<file path="src/sv/ept_pkg.sv">
// Package for the encoder position tracker: configuration types, reset values,
// register indexes and the controller command and status structs.
// No dependencies.
`timescale 1ns / 1ps
`default_nettype none

package ept_pkg;

  // Register indexes on the configuration port (byte address = 4 * index).
  localparam logic [1:0] RegPulsesPerRev = 2'd0;
  localparam logic [1:0] RegIndexDebounce = 2'd1;
  localparam logic [1:0] RegJumpLimit = 2'd2;
  localparam logic [1:0] RegSendPeriod = 2'd3;

  // Reset values of the configuration registers.
  localparam logic [15:0] PulsesPerRevReset = 16'd5000;
  localparam logic [15:0] IndexDebounceReset = 16'd50;
  localparam logic [14:0] JumpLimitReset = 15'd2000;
  localparam logic [15:0] SendPeriodReset = 16'd10;

  // Number of remainder steps of the iterative divider.
  localparam int DivSteps = 32;

  typedef struct packed {
    logic [15:0] pulses_per_rev;
    logic [15:0] index_debounce_ms;
    logic [14:0] jump_limit;
    logic [15:0] send_period_ms;
  } cfg_t;

  // Commands from the controller to the datapath.
  typedef struct packed {
    logic load;
    logic diff;
    logic index_stamp;
    logic div_start;
    logic clear_total;
    logic apply_rem;
    logic send;
  } cmd_t;

  // Status from the datapath to the controller.
  typedef struct packed {
    logic edge_ok;
    logic mag_big;
    logic div_done;
    logic send_due;
    logic out_busy;
  } status_t;

endpackage

`default_nettype wire

</file>
<file path="src/sv/ept_divider.sv">
// Iterative restoring divider that yields the remainder of a 32-bit magnitude
// by a 16-bit divisor, one quotient bit per cycle. Uses ept_pkg.
`timescale 1ns / 1ps
`default_nettype none

module ept_divider (
  input  wire logic        clk,
  input  wire logic        rst,
  input  wire logic        start,
  input  wire logic [31:0] dividend,
  input  wire logic [15:0] divisor,
  output logic             done,
  output logic [15:0]      remainder
);
  import ept_pkg::*;

  localparam logic [4:0] LastStep = 5'(DivSteps - 1);

  logic        busy;
  logic [4:0]  cnt;
  logic [31:0] dvd;
  logic [16:0] trial;
  logic [16:0] trial_sub;
  logic        fits;

  // One restoring step: shift in the next dividend bit and subtract if it fits.
  always_comb begin
    trial = {remainder, dvd[31]};
    trial_sub = trial - {1'b0, divisor};
    fits = trial >= {1'b0, divisor};
  end

  // Control state of the divider.
  always_ff @(posedge clk) begin
    if (rst) begin
      busy <= 1'b0;
      cnt <= '0;
      done <= 1'b0;
    end else begin
      done <= busy && (cnt == LastStep);
      if (start) begin
        busy <= 1'b1;
        cnt <= '0;
      end else if (busy) begin
        cnt <= cnt + 5'd1;
        if (cnt == LastStep) begin
          busy <= 1'b0;
        end
      end
    end
  end

  // Shift register of dividend bits and the partial remainder.
  always_ff @(posedge clk) begin
    if (start) begin
      dvd <= dividend;
      remainder <= '0;
    end else if (busy) begin
      dvd <= {dvd[30:0], 1'b0};
      remainder <= fits ? trial_sub[15:0] : trial[15:0];
    end
  end

endmodule

`default_nettype wire

</file>
<file path="src/sv/ept_datapath.sv">
// Datapath of the encoder position tracker: sample difference, position and
// delta accumulators, index realignment, send timing and the output register.
// Uses ept_pkg and ept_divider.
`timescale 1ns / 1ps
`default_nettype none

module ept_datapath (
  input  wire logic             clk,
  input  wire logic             rst,
  input  wire ept_pkg::cfg_t    cfg,
  input  wire ept_pkg::cmd_t    cmd,
  output ept_pkg::status_t      status,
  input  wire logic [15:0]      raw_count,
  input  wire logic             index_edge,
  input  wire logic [31:0]      now_ms,
  output logic                  out_valid,
  input  wire logic             out_ready,
  output logic [31:0]           delta_steps,
  output logic [31:0]           total_steps
);
  import ept_pkg::*;

  logic [15:0] in_sample;
  logic        in_edge;
  logic [31:0] in_now;

  logic [31:0] position_total;
  logic [31:0] delta_accum;
  logic [15:0] last_sample;
  logic [31:0] last_index_time;
  logic [31:0] last_send_time;

  logic [15:0] diff;
  logic [16:0] dmag;
  logic [31:0] dext;
  logic        take;
  logic        resync;
  logic        tot_neg;
  logic [31:0] tot_mag;
  logic [31:0] index_gap;
  logic [31:0] send_gap;
  logic [31:0] rem_ext;
  logic        div_done;
  logic [15:0] div_rem;

  // Wrapping sample difference, its exact magnitude and sign extension.
  always_comb begin
    diff = in_sample - last_sample;
    dmag = diff[15] ? (17'h10000 - {1'b0, diff}) : {1'b0, diff};
    dext = {{16{diff[15]}}, diff};
    take = (dmag != 17'd0) && (dmag < {2'b00, cfg.jump_limit});
    resync = dmag >= {2'b00, cfg.jump_limit};
  end

  // Magnitude of the total, index debounce and send timing checks.
  always_comb begin
    tot_neg = position_total[31];
    tot_mag = tot_neg ? (32'd0 - position_total) : position_total;
    index_gap = in_now - last_index_time;
    send_gap = in_now - last_send_time;
    rem_ext = (cfg.pulses_per_rev == 16'd0) ? 32'd0 : {16'd0, div_rem};
    status.edge_ok = in_edge && (index_gap > {16'd0, cfg.index_debounce_ms});
    status.mag_big = tot_mag > {17'd0, cfg.pulses_per_rev[15:1]};
    status.div_done = div_done;
    status.send_due = send_gap >= {16'd0, cfg.send_period_ms};
    status.out_busy = out_valid && !out_ready;
  end

  ept_divider u_div (
    .clk       (clk),
    .rst       (rst),
    .start     (cmd.div_start),
    .dividend  (tot_mag),
    .divisor   (cfg.pulses_per_rev),
    .done      (div_done),
    .remainder (div_rem)
  );

  // Input word holding register.
  always_ff @(posedge clk) begin
    if (cmd.load) begin
      in_sample <= raw_count;
      in_edge <= index_edge;
      in_now <= now_ms;
    end
  end

  // Tracker state.
  always_ff @(posedge clk) begin
    if (rst) begin
      position_total <= '0;
      delta_accum <= '0;
      last_sample <= '0;
      last_index_time <= '0;
      last_send_time <= '0;
    end else begin
      if (cmd.diff) begin
        if (take) begin
          position_total <= position_total + dext;
          delta_accum <= delta_accum + dext;
          last_sample <= in_sample;
        end else if (resync) begin
          last_sample <= in_sample;
        end
      end
      if (cmd.index_stamp) begin
        last_index_time <= in_now;
      end
      if (cmd.clear_total) begin
        position_total <= '0;
      end
      if (cmd.apply_rem) begin
        position_total <= tot_neg ? (position_total + rem_ext) : (position_total - rem_ext);
      end
      if (cmd.send) begin
        delta_accum <= '0;
        last_send_time <= in_now;
      end
    end
  end

  // Output register: holds the word until the receiver takes it.
  always_ff @(posedge clk) begin
    if (rst) begin
      out_valid <= 1'b0;
    end else if (cmd.send) begin
      out_valid <= 1'b1;
    end else if (out_ready) begin
      out_valid <= 1'b0;
    end
  end

  always_ff @(posedge clk) begin
    if (cmd.send) begin
      delta_steps <= delta_accum;
      total_steps <= position_total;
    end
  end

endmodule

`default_nettype wire

</file>
<file path="src/sv/ept_ctrl.sv">
// Controller of the encoder position tracker: sequences one input word through
// difference, index realignment and send steps. Uses ept_pkg.
`timescale 1ns / 1ps
`default_nettype none

module ept_ctrl (
  input  wire logic              clk,
  input  wire logic              rst,
  input  wire logic              in_valid,
  output logic                   in_ready,
  input  wire ept_pkg::status_t  status,
  output ept_pkg::cmd_t          cmd
);
  import ept_pkg::*;

  typedef enum logic [5:0] {
    ST_IDLE  = 6'b000001,
    ST_DIFF  = 6'b000010,
    ST_INDEX = 6'b000100,
    ST_DIV   = 6'b001000,
    ST_APPLY = 6'b010000,
    ST_SEND  = 6'b100000
  } state_t;

  state_t state;
  state_t state_next;

  // Next state and commands.
  always_comb begin
    state_next = state;
    cmd = '0;
    in_ready = 1'b0;
    case (state)
      ST_IDLE: begin
        in_ready = 1'b1;
        if (in_valid) begin
          cmd.load = 1'b1;
          state_next = ST_DIFF;
        end
      end
      ST_DIFF: begin
        cmd.diff = 1'b1;
        state_next = ST_INDEX;
      end
      ST_INDEX: begin
        state_next = ST_SEND;
        if (status.edge_ok) begin
          cmd.index_stamp = 1'b1;
          if (status.mag_big) begin
            cmd.div_start = 1'b1;
            state_next = ST_DIV;
          end else begin
            cmd.clear_total = 1'b1;
          end
        end
      end
      ST_DIV: begin
        if (status.div_done) begin
          state_next = ST_APPLY;
        end
      end
      ST_APPLY: begin
        cmd.apply_rem = 1'b1;
        state_next = ST_SEND;
      end
      ST_SEND: begin
        if (!status.send_due) begin
          state_next = ST_IDLE;
        end else if (!status.out_busy) begin
          cmd.send = 1'b1;
          state_next = ST_IDLE;
        end
      end
      default: begin
        state_next = ST_IDLE;
      end
    endcase
  end

  // State register.
  always_ff @(posedge clk) begin
    if (rst) begin
      state <= ST_IDLE;
    end else begin
      state <= state_next;
    end
  end

endmodule

`default_nettype wire

</file>
<file path="src/sv/encoder_position_tracker_core.sv">
// Top level of the encoder position tracker: configuration registers and APB
// port, controller and datapath. Uses ept_pkg, ept_ctrl and ept_datapath.
//
// Usage:
//   The slave stream (s_*) takes one sample word: raw counter value and
//   millisecond time in s_tdata, the index edge flag in s_tuser. The master
//   stream (m_*) gives a delta/total word whenever the send period has run
//   out; other samples give no word.
//   A sample passes through the difference, index and send steps before the
//   next sample can be accepted. When an accepted index edge realigns a large
//   total, the 32-step remainder divider runs and an apply step follows it.
//   A result appears in the output register at the end of the sample's work.
//   If the receiver stalls, the word waits in the output register; the next
//   sample is accepted and worked on, and it waits only at its send step
//   while the earlier word is still not taken.
//   The APB port writes the four registers at byte addresses 0, 4, 8 and 12;
//   writes belong to idle periods. Synchronous reset loads the register
//   defaults, clears the position state and empties the output register.
`timescale 1ns / 1ps
`default_nettype none

module encoder_position_tracker_core (
  input  wire logic        clk,
  input  wire logic        rst,
  // Slave stream.
  input  wire logic        s_tvalid,
  output logic             s_tready,
  input  wire logic [47:0] s_tdata,  // [15:0] raw_count, [47:16] now_ms
  input  wire logic        s_tuser,  // [0] index_edge
  // Master stream.
  output logic             m_tvalid,
  input  wire logic        m_tready,
  output logic [63:0]      m_tdata,  // [31:0] delta_steps, [63:32] total_steps
  // Configuration port.
  input  wire logic        psel,
  input  wire logic        penable,
  input  wire logic        pwrite,
  input  wire logic [3:0]  paddr,
  input  wire logic [31:0] pwdata,
  output logic [31:0]      prdata,
  output logic             pready
);
  import ept_pkg::*;

  cfg_t        cfg;
  cmd_t        cmd;
  status_t     status;
  logic        wr_en;
  logic [1:0]  reg_idx;
  logic [31:0] delta_steps;
  logic [31:0] total_steps;

  assign pready = 1'b1;
  assign wr_en = psel && penable && pwrite;
  assign reg_idx = paddr[3:2];

  // Configuration registers.
  always_ff @(posedge clk) begin
    if (rst) begin
      cfg.pulses_per_rev <= PulsesPerRevReset;
      cfg.index_debounce_ms <= IndexDebounceReset;
      cfg.jump_limit <= JumpLimitReset;
      cfg.send_period_ms <= SendPeriodReset;
    end else if (wr_en) begin
      case (reg_idx)
        RegPulsesPerRev: cfg.pulses_per_rev <= pwdata[15:0];
        RegIndexDebounce: cfg.index_debounce_ms <= pwdata[15:0];
        RegJumpLimit: cfg.jump_limit <= pwdata[14:0];
        RegSendPeriod: cfg.send_period_ms <= pwdata[15:0];
        default: ;
      endcase
    end
  end

  // Register read-back.
  always_comb begin
    case (reg_idx)
      RegPulsesPerRev: prdata = {16'd0, cfg.pulses_per_rev};
      RegIndexDebounce: prdata = {16'd0, cfg.index_debounce_ms};
      RegJumpLimit: prdata = {17'd0, cfg.jump_limit};
      RegSendPeriod: prdata = {16'd0, cfg.send_period_ms};
      default: prdata = 32'd0;
    endcase
  end

  ept_ctrl u_ctrl (
    .clk      (clk),
    .rst      (rst),
    .in_valid (s_tvalid),
    .in_ready (s_tready),
    .status   (status),
    .cmd      (cmd)
  );

  ept_datapath u_dp (
    .clk         (clk),
    .rst         (rst),
    .cfg         (cfg),
    .cmd         (cmd),
    .status      (status),
    .raw_count   (s_tdata[15:0]),
    .index_edge  (s_tuser),
    .now_ms      (s_tdata[47:16]),
    .out_valid   (m_tvalid),
    .out_ready   (m_tready),
    .delta_steps (delta_steps),
    .total_steps (total_steps)
  );

  assign m_tdata = {total_steps, delta_steps};

  // The divider finishes only while a sample is in work.
  a_div_done_busy: assert property (@(posedge clk) disable iff (rst)
    status.div_done |-> !s_tready)
    else $error("divider finished while the block was idle");

  // A result is never loaded over a word the receiver has not taken.
  a_send_free: assert property (@(posedge clk) disable iff (rst)
    cmd.send |-> !status.out_busy)
    else $error("result loaded over a pending output word");

  // The divider starts only for an accepted index edge on a large total.
  a_div_start: assert property (@(posedge clk) disable iff (rst)
    cmd.div_start |-> (status.edge_ok && status.mag_big))
    else $error("divider started without a realignment");

  // An accepted sample takes the block out of idle in the next cycle.
  a_load_busy: assert property (@(posedge clk) disable iff (rst)
    cmd.load |=> !s_tready)
    else $error("block stayed idle after accepting a sample");

endmodule

`default_nettype wire

</file>
<file path="config.mk">
export PLATFORM = sky130hd
export DESIGN_NAME = encoder_position_tracker_core
export DESIGN_NICKNAME = d
export VERILOG_FILES = /design/src/sv/ept_pkg.sv /design/src/sv/ept_divider.sv /design/src/sv/ept_datapath.sv /design/src/sv/ept_ctrl.sv /design/src/sv/encoder_position_tracker_core.sv
export SDC_FILE = /design/constraint.sdc
export NUM_CORES = 1
export LEC_CHECK = 0
export ABC_AREA = 1
export BUFFER_PORTS_ARGS = -buffer_cell sky130_fd_sc_hd__buf_2
export CAP_MARGIN = 20
export CORE_MARGIN = 5
export CORE_UTILIZATION = 40
export CTS_BUF_LIST = sky130_fd_sc_hd__clkbuf_16
export DETAILED_ROUTE_END_ITERATION = 10
export PLACE_DENSITY = 0.59
export SYNTH_ARGS = -nofsm -noshare
export SYNTH_HDL_FRONTEND = slang
export SYNTH_SLANG_ARGS = --single-unit
</file>
<file path="constraint.sdc">
create_clock -name clk -period 7.15 [get_ports clk]
set_clock_uncertainty 0.15 [all_clocks]
set_input_delay 0 -clock clk [delete_from_list [all_inputs] [get_ports clk]]
set_output_delay 0 -clock clk [all_outputs]
set_load 0.02 [all_outputs]
</file>
* Word-level counts from Yosys, hierarchy flattened
Cells that the tools add are included.
Widths: inputs -> output; s select.
** Word-level totals
- Bits in registers :: 382
- Input bits :: 92
- Logic and storage cells :: 114
** Operators by class
- $add $sub $neg :: 11
- $lt $le $gt $ge :: 6
- Equality and inequality tests :: 13
- Mux-type cells :: 38
- Reduce and logical (&&, ||, !) cells :: 25
** Operator list (number)
- $mux 32 :: 8
- $pmux 32 s4 :: 1
- $add 32x32->32 :: 3
- $sub 32x32->32 :: 3
- $mux 16 :: 4
- $mux 6 :: 6
- $pmux 6 s6 :: 1
- $ge 32x16->1 :: 1
- $gt 32x15->1 :: 1
- $gt 32x16->1 :: 1
- $sub 1x32->32 const A :: 1
- $sub 16x16->16 :: 2
- $ge 17x15->1 :: 1
- $ge 17x16->1 :: 1
- $lt 17x15->1 :: 1
- $mux 17 :: 1
- $reduce_bool 17->1 :: 1
- $sub 17x16->17 const A :: 1
- $logic_not 16->1 :: 1
- $mux 1 :: 15
- $reduce_and 2->1 :: 7
- $eq 6x1->1 const B :: 1
- $eq 6x2->1 const B :: 1
- $eq 6x3->1 const B :: 1
- other kinds (18) :: 29

* Logic depth before layout (Yosys ltp)
Gate-level depths: netlist of the first run.
- Depth after elaboration :: 9
- Mapped depth :: 32
- Mapped depth without buffers :: 31

* Cells and area by module
Synthesis of the first run repeated with hierarchy kept, for this count alone.
** Second synthesis, totals
- Cells, all modules :: 4207
- Area, all modules :: 29116.7 um^2
** By module, submodules not included
- ept_datapath :: times used 1, cells each 3188, area an instance 22086.2 um^2, sequential area each 6296.0 um^2
- ept_divider :: times used 1, cells each 494, area an instance 3592.2 um^2, sequential area each 1421.4 um^2
- encoder_position_tracker_core :: times used 1, cells each 461, area an instance 2994.1 um^2, sequential area each 1261.2 um^2
- ept_ctrl :: times used 1, cells each 64, area an instance 444.2 um^2, sequential area each 120.1 um^2

* Worst setup path before layout of the first run
Ideal clock, no wire load.
- Path type :: flip-flop to flip-flop
- Start point :: register u_dp.in_now[0]
- End point :: register u_dp.delta_steps[0], enable pin
- Arrival time :: 4.186 ns
- Data required time :: 6.582 ns
- Setup slack :: 2.396 ns
- Cell stages (with the launch flop) :: 23
- Buffers on the path :: 2
- Period minus slack after synthesis :: 4.754 ns
- Cell sequence :: edfxtp_1 -> inv_1 -> ha_1 -> inv_1 -> fa_1 -> nand2_1 -> nand2_1 -> nand3_1 -> nand2_1 -> nand2_1 -> o211ai_1 -> xor2_1 -> ha_1 -> nand2_1 -> inv_1 -> nand3_1 -> nor3_1 -> a221oi_1 -> nand4_1 -> nand3_1 -> buf_2 -> buf_2 -> inv_1
** RTL lines
- from (decl) :: RTL line ept_datapath.sv:25 : logic [31:0] in_now;
- from (signal assigned) :: RTL line ept_datapath.sv:84 : in_now <= now_ms;
- to (signal assigned) :: RTL line ept_datapath.sv:135 : delta_steps <= delta_accum;
- to (decl) :: RTL line ept_datapath.sv:18 : output logic [31:0] delta_steps,

* Worst setup path in the final report of the first run
- Start point :: register, netlist name cfg[62]
- End point :: register u_dp.position_total[28]
** Between the ends
- Cells in the longest elaborated chain, start to end :: 6
- Elaborated cells between the ends (all ways) :: 14
** RTL lines
- parallel branches: the longest is 6 deep, another holds $sub 32x32->32
- to (signal assigned) :: RTL line ept_datapath.sv:99 : position_total <= position_total + dext;
- to (signal assigned) :: RTL line ept_datapath.sv:113 : position_total <= tot_neg ? (position_total + rem_ext) : (position_total - rem_ext);
- to (decl) :: RTL line ept_datapath.sv:27 : logic [31:0] position_total;
Parallel ways; which one is timed is not known.
A chain may end at the register's enable or synchronous reset.

==> reports/metrics.cfg, run 1 <==
[status]
status=finished clean

[setup_path]
endpoint_kind=register
required_ns=7.48
critPathBufInv=3
path_max_fanout=14
startpoint_type=register
crit_family=simple AND/OR/NAND/NOR gates
ff2ff_path_depth=30
timing.rr.start=cfg[62]
crit_path_frequent_cell=nand2_1
crit_type=reg -> reg
r2r_slack_ns=1.47
max_stage_delay_ns=0.53
cp_slowest_cell=nor2_1
arrival_ns=6.01
timing.rr.end=u_dp.position_total[28]

[grt]
grt_start_max_net_pins=112
antenna_found_initial=1
first_global_vias=25787
grt_first_pass_wirelength_um=141000
grt_overflow=0
grt_usage_pct=21.9

[logic_synthesis]
synth.lib_cells_used.distinct=53
synthArstFlopShare_pct=0
ys_seq_area_share_pct=31.0
yosysMostFrequentCell=nand2_1
synth_top_area_share_pct=16.2
netlist_area_mm2=0.0293
syn_avg_cell_area_um2=6.71
synth_edf_count=145
yosysWarnings=0
synth_top_cell_by_area=dfxtp_1
ys_top_cells_by_count=1164 x nand2_1, 595 x inv_1, 479 x nor2_1
yosys_register_bits=382
synth_area_leaders=dfxtp_1 16%, nand2_1 15%, edfxtp_1 15%
synthCells=4372
yosys_most_used_dff=dfxtp_1

[sta]
setup_viol_count_final=0
fin_crit_sh_pct=79.4
clock.fmax_mhz=176
post-route-min-period_ns=5.68
tns_ns=0
grt_setup_unrepaired=false
maxSlewHeadroom_pct=27.0
slew_violations=0
hold_viol=0
worst_pin_slew_ns=1.09

[die]
die_h_um=281
fp-row-count=99
ios=191
start_util_pct=40.3
die_width_um=281
dieArea_mm2=0.0789
core-area_mm2=0.0728

[clocking]
cts.sinks=382
tritoncts=built
cts_hold_buf=127
post_cts_resized=0
root_buffer=clkbuf_16
cts_setup_buffers=0
cts_buffers=48
insertion_delay_ns=0.60
clk_pin_slew_ns=0.06
cts_buffer_depth=3
h-tree-depth=2

[drt]
drc=0
num_vias=28453
routedWlPerCell_um=15.9
via_per_inst=5.07
detail-route-antenna-nets=0
dr.pass1.iters=7
drt_iter0_markers=2467
wirelength_um=89400

[power]
leakagePower_nw=16.7
p_per_area_mw_per_mm2=249
p_total_mw=8.41
peakVddDrop_mv=0.190

[cells_and_area]
area_growth_pct=15.1
regArea_mm2=0.00910
multi_input_area_mm2=0.0174
n_fill_cell=7654
drive_gt1_share_pct=6.32
instances_no_fill=5615
fin_nets=4966

[worst_hold_path]
hp-start=s_tuser
hold_path_depth=2
hold_path_class=in -> reg
hold_end=u_dp.in_edge

[place]
place_inst=5395
dp_hpwl_um=68900
gp_congestion=0.937
place.port_buffers=155

[run]
maxCapViolCount=0

==> report_power, final <==
group | internal, mW | switching (mW)
combinational | 1.16 | 2.25
sequential | 2.38 | 0.140
clock | 1.45 | 1.02
==> metrics by stage <==
stage / instance area (um2) / setup slack, ns / util, % / hold WS [ns]
3_5_place_dp: 30900 / 1.58 / 42.4 / 0.0281
2_1_floorplan: 29400 / 2.40 / - / -0.0809
4_1_cts: 33800 / 1.55 / 46.3 / 0.0448
3_3_place_gp: 30900 / 1.70 / 42.4 / 0.0271
6_report: 33800 / 1.47 / 46.4 / 0.0654
5_1_grt: 33800 / 0.853 / 46.3 / 0.0581
==> flip-flops by register name, indices dropped and copies added, names as in the netlist <==
signal	cells
u_dp.total_steps	32
u_ctrl.state	6
u_dp.u_div.dvd	32
u_dp.last_send_time	32
u_dp.u_div.remainder	16
u_dp.out_valid	1
u_dp.last_index_time	32
u_dp.last_sample	16
u_dp.delta_steps	32
u_dp.delta_accum	32
u_dp.u_div.busy	1
cfg	63
u_dp.u_div.done	1
u_dp.position_total	32
u_dp.u_div.cnt	5
u_dp.in_edge	1
u_dp.in_now	32
u_dp.in_sample	16
==> worst max path at each step <==
stage / start / endpoint / slack [ns] / depth (start not counted)
after detailed placement: cfg[62] / u_dp.position_total[28] / 1.58 / 30
final: cfg[62] / u_dp.position_total[28] / 1.47 / 30
after global routing: cfg[50] / u_dp.position_total[28] / 0.85 / 30
after CTS: cfg[62] / u_dp.position_total[28] / 1.55 / 30
after floorplan: u_dp.in_now[0] / u_dp.delta_steps[0] / 2.40 / 22
after global placement: cfg[62] / u_dp.position_total[28] / 1.70 / 30
==> kinds of logic (layout without fill, tap and decap cells) <==
logic type	Yosys count	count (layout)	share of synthesized area [%]
simple gates	2058	2058	28.8
buf+inv	729	995	9.92
flops	382	382	31.0
other cells	2	20	0.0256
compound gates	796	796	14.6
xor+xnor	144	144	4.30
fa+ha+maj	261	261	11.3
==> layer usage <==
layer | global-route usage (%) | wire [um] | vias up | share of wire [%]
li1 | - | - | 14757 | -
met1 | 33.8 | 45800 | 12896 | 51
met2 | 32.8 | 36600 | 702 | 41
met3 | 2.77 | 5450 | 98 | 6.1
met4 | 4.13 | 1570 | 0 | 1.8
met5 | 0 | 0 | - | 0
==> cells in the final DEF (no fill, tap or decap), types with 9 or more instances in the layout <==
master         count
nand2_1         1164
inv_1            610
nor2_1           478
a21oi_1          413
o21ai_0          262
nand3_1          260
ha_1             254
dfxtp_1          236
buf_2            155
edfxtp_1         145
dlygate4sd3_1    127
xor2_1           112
nand4_1           50
clkbuf_16         50
nor3_1            40
xnor2_1           32
o211ai_1          26
conb_1            17
a21o_1            16
nand3b_1          16
buf_4             16
o21bai_1          14
o21a_1            13
nand2_2           10
nor2_2            10
nor4_1             9
inv_2              9
==> cell type report <==
class | count | area share [%]
diodes | 3 | 0.0222
clock buffers | 50 | 3.71
clock inverters | 40 | 1.02
inverters | 606 | 6.74
multi-input cells | 3276 | 51.5
flip-flops and latches | 382 | 27.0
well taps | 959 | 3.55
repair buffers | 299 | 6.46
No activity file was read; power rests on OpenSTA's default activity.
==> inputs of run 2 (changes only) <==
--- a/config.mk
+++ b/config.mk
@@ -5,7 +5,7 @@
 export SDC_FILE = /design/constraint.sdc
 export NUM_CORES = 1
 export LEC_CHECK = 0
-export ABC_AREA = 1
+export ABC_AREA = 0
 export BUFFER_PORTS_ARGS = -buffer_cell sky130_fd_sc_hd__buf_2
 export CAP_MARGIN = 20
 export CORE_MARGIN = 5
==> constraint.sdc (replaced) <==
create_clock -name clk -period 5.4 [get_ports clk]
set_clock_uncertainty 0.15 [all_clocks]
set_input_delay 0 -clock clk [delete_from_list [all_inputs] [get_ports clk]]
set_output_delay 0 -clock clk [all_outputs]
set_load 0.02 [all_outputs]
==> reports/metrics.cfg, run 2 <==
[status]
status=finished clean

[drt]
detail-route-antenna-nets=0  ; unchanged
via_per_inst=5.45  ; +7.6%
dr.pass1.iters=5  ; -2
wl_met3_um=3550  ; -35%
route.met2.wl_um=39000  ; +6.4%
drt_iter0_markers=1554  ; -37%
routedWlPerCell_um=18.1  ; +14%
wl_met1_um=35200  ; -23%
drc=0  ; unchanged
num_vias=24358  ; -14%
wirelength_um=80900  ; -9.5%
highest_layer=met4

[clocking]
root_buffer=clkbuf_16
h-tree-depth=2  ; unchanged
cts_buffer_depth=3  ; unchanged
cts_buffers=46  ; -4.2%
cts.sinks=382  ; unchanged
clk_pin_slew_ns=0.06  ; about the same
tritoncts=built
insertion_delay_ns=0.60  ; about the same

[grt]
grt_usage_pct=20.1  ; -1.8 points
antenna_found_initial=1  ; unchanged
grt_first_pass_wirelength_um=122000  ; -13%
grt_start_max_net_pins=81  ; -28%
grt_overflow=0  ; unchanged
first_global_vias=23005  ; -11%

[power]
p_int_mw=6.37  ; +28%
peakVddDrop_mv=0.243  ; +28%
p_per_area_mw_per_mm2=272  ; +9.3%
swShare_pct=33.2  ; -7.4 points
p_total_mw=9.55  ; +14%
p_switching_mw=3.17  ; -7.1%
leakagePower_nw=14.0  ; -17%
clock_power_share_pct=34.5  ; +5.1 points
p_seq_share_pct=33.6  ; +3.6 points
share_comb_of_total_power_pct=31.9  ; -8.8 points

[cells_and_area]
n_fill_cell=6208  ; -19%
diodes=0  ; -3
multi_input_area_mm2=0.0181  ; +3.9%
layout_common_cells=281 x a21oi_1, 251 x nand2_1, 249 x ha_1
largest_reg_flops=63  ; unchanged
fin_nets=3910  ; -21%
area_growth_pct=28.4
final_common_cell=a21oi_1
regArea_mm2=0.00910  ; unchanged
drive_gt1_share_pct=20.2  ; +14 points
largest-register=cfg

[logic_synthesis]
syn_avg_cell_area_um2=8.77  ; +31%
yosys_most_used_dff=dfxtp_1
synth_top_family_by_area=compound AO/OA/AOI/OAI gates
yosys_register_bits=382  ; unchanged
synthCells=3114  ; -29%
synthAdderAreaFrac_pct=12.2  ; +0.84 points
yosysWarnings=0  ; unchanged
synth_top_area_share_pct=17.4  ; +1.2 points
synth_area_leaders=dfxtp_1 17%, edfxtp_1 16%, ha_1 12%
synth_top_cell_by_area=dfxtp_1
synthMuxAreaShare_pct=6.21  ; +6.2 points
synth-xor-area-share_pct=6.41  ; +2.1 points
synth_edf_count=145  ; unchanged
yosysMostFrequentCell=a21oi_1
synth-compound-area-share_pct=21.1  ; +6.5 points
netlist_area_mm2=0.0273  ; -6.9%
ys_seq_area_share_pct=33.3  ; +2.3 points
ys_top_cells_by_count=306 x a21oi_1, 268 x nor2_1, 254 x ha_1
synth.lib_cells_used.distinct=94  ; +77%
synthArstFlopShare_pct=0  ; unchanged
synthSimpleGateAreaFrac_pct=15.5  ; -13 points

[sta]
clock.fmax_mhz=186  ; +5.5%
setup_viol_count_final=0  ; unchanged
slew_violations=0  ; unchanged
hold_viol=0  ; unchanged
fin_crit_sh_pct=99.6  ; +20 points
grt_setup_unrepaired=true
whs_ns=0.0180  ; -0.0474 ns
maxSlewHeadroom_pct=33.4  ; +6.4 points
tns_ns=0  ; unchanged
worst_pin_slew_ns=0.992  ; -0.102 ns
post-route-min-period_ns=5.38  ; -0.297 ns

[setup_path]
startpoint_type=register
cp_slowest_cell=edfxtp_1
required_ns=5.73  ; -1.75 ns
endpoint_kind=register
critPathBufInv=5  ; +2
path_max_fanout=6  ; -8
crit_type=reg -> reg
arrival_ns=5.71  ; -0.30 ns
crit_family=simple AND/OR/NAND/NOR gates
max_stage_delay_ns=0.39  ; -0.14 ns

[die]
start_util_pct=40.5  ; +0.24 points
die_h_um=271  ; -3.4%
fp-row-count=95  ; -4.0%
ios=191  ; unchanged
dieArea_mm2=0.0736  ; -6.7%
die_width_um=271  ; -3.4%
core-area_mm2=0.0674  ; -7.5%

[worst_hold_path]
hold_path_class=in -> reg

[place]
place.port_buffers=155  ; unchanged
gp_congestion=0.887  ; -5.3%
dp_hpwl_um=57600  ; -16%

[run]
maxCapViolCount=0  ; unchanged

run 2: cell types whose count changed after synthesis, sizes merged, moves of 101 or more:
cell / change
nand2: -923
inv: -391
nor2: -220
nand3: -192
o21ai: -137
mux2i: +112
a21oi: -108
xnor2: +101
run 2: area by class of cell:
class,count,share of cell area [%]
clock inverters,39,1.25
clock buffers,46,3.28
inverters,213,2.30
flip-flops and latches,382,26.0
well taps,873,3.12
multi-input cells,2402,51.6
repair buffers,512,12.5
run 2: timing repair:
action,in CTS,in global routing
setup buffers,5,21
pin swaps,10,63
endpoints found under the setup margin,182,298
gates resized for setup,10,276
endpoints found under the hold margin,164,0
hold buffers,120,0
cloned,2,19
run 2: cells by family after synthesis:
group / after synthesis
fa+ha+maj: 261
simple gates: 892
flops: 382
compound gates: 882
other cells: 2
mux: 148
xor+xnor: 200
buf+inv: 347
run 2: metrics by stage:
step	setup WS, ns	util, %	instance area, um2	cells
2_1_floorplan	-0.0444	-	27400	3129
4_1_cts	0.0000289	49.3	33200	4427
3_3_place_gp	-0.0657	44.9	30200	4214
3_5_place_dp	-0.133	44.9	30200	4215
6_report	0.0205	52.0	35100	4467
5_1_grt	-0.252	52.0	35100	4467
run 2: path summary, 6_finish.rpt:
| check | from | endpoint | slack [ns] | cells after the start |
|---|---|---|---|---|
| worst max-delay path | u_dp.in_sample[0] | u_dp.delta_accum[16] | 0.02 | 26 |
| worst min-delay path | s_tdata[44] | u_dp.in_now[28] | 0.02 | 2 |
| worst max register to register | u_dp.in_sample[0] | u_dp.delta_accum[16] | 0.02 | 26 |
| worst min register to register | u_dp.last_sample[4] | u_dp.last_sample[4] | 0.32 | 2 |
run 2: layer usage:
| metal | GRT usage (%) | up-vias |
|---|---|---|
| li1 | - | 12208 |
| met1 | 26.0 | 11439 |
| met2 | 34.8 | 555 |
| met3 | 2.33 | 156 |
| met4 | 6.79 | 0 |
| met5 | 0 | - |
run 2: power groups by stage:
| stage | logic [mW] | registers (mW) | clock network, mW |
|---|---|---|---|
| floorplan | 1.93 | 3.22 | 0 |
| global placement | 2.67 | 3.26 | 0 |
| detailed placement | 2.68 | 3.27 | 0 |
| CTS | 2.78 | 3.20 | 3.38 |
| global route | 3.35 | 3.22 | 3.50 |
| finish | 3.04 | 3.21 | 3.29 |
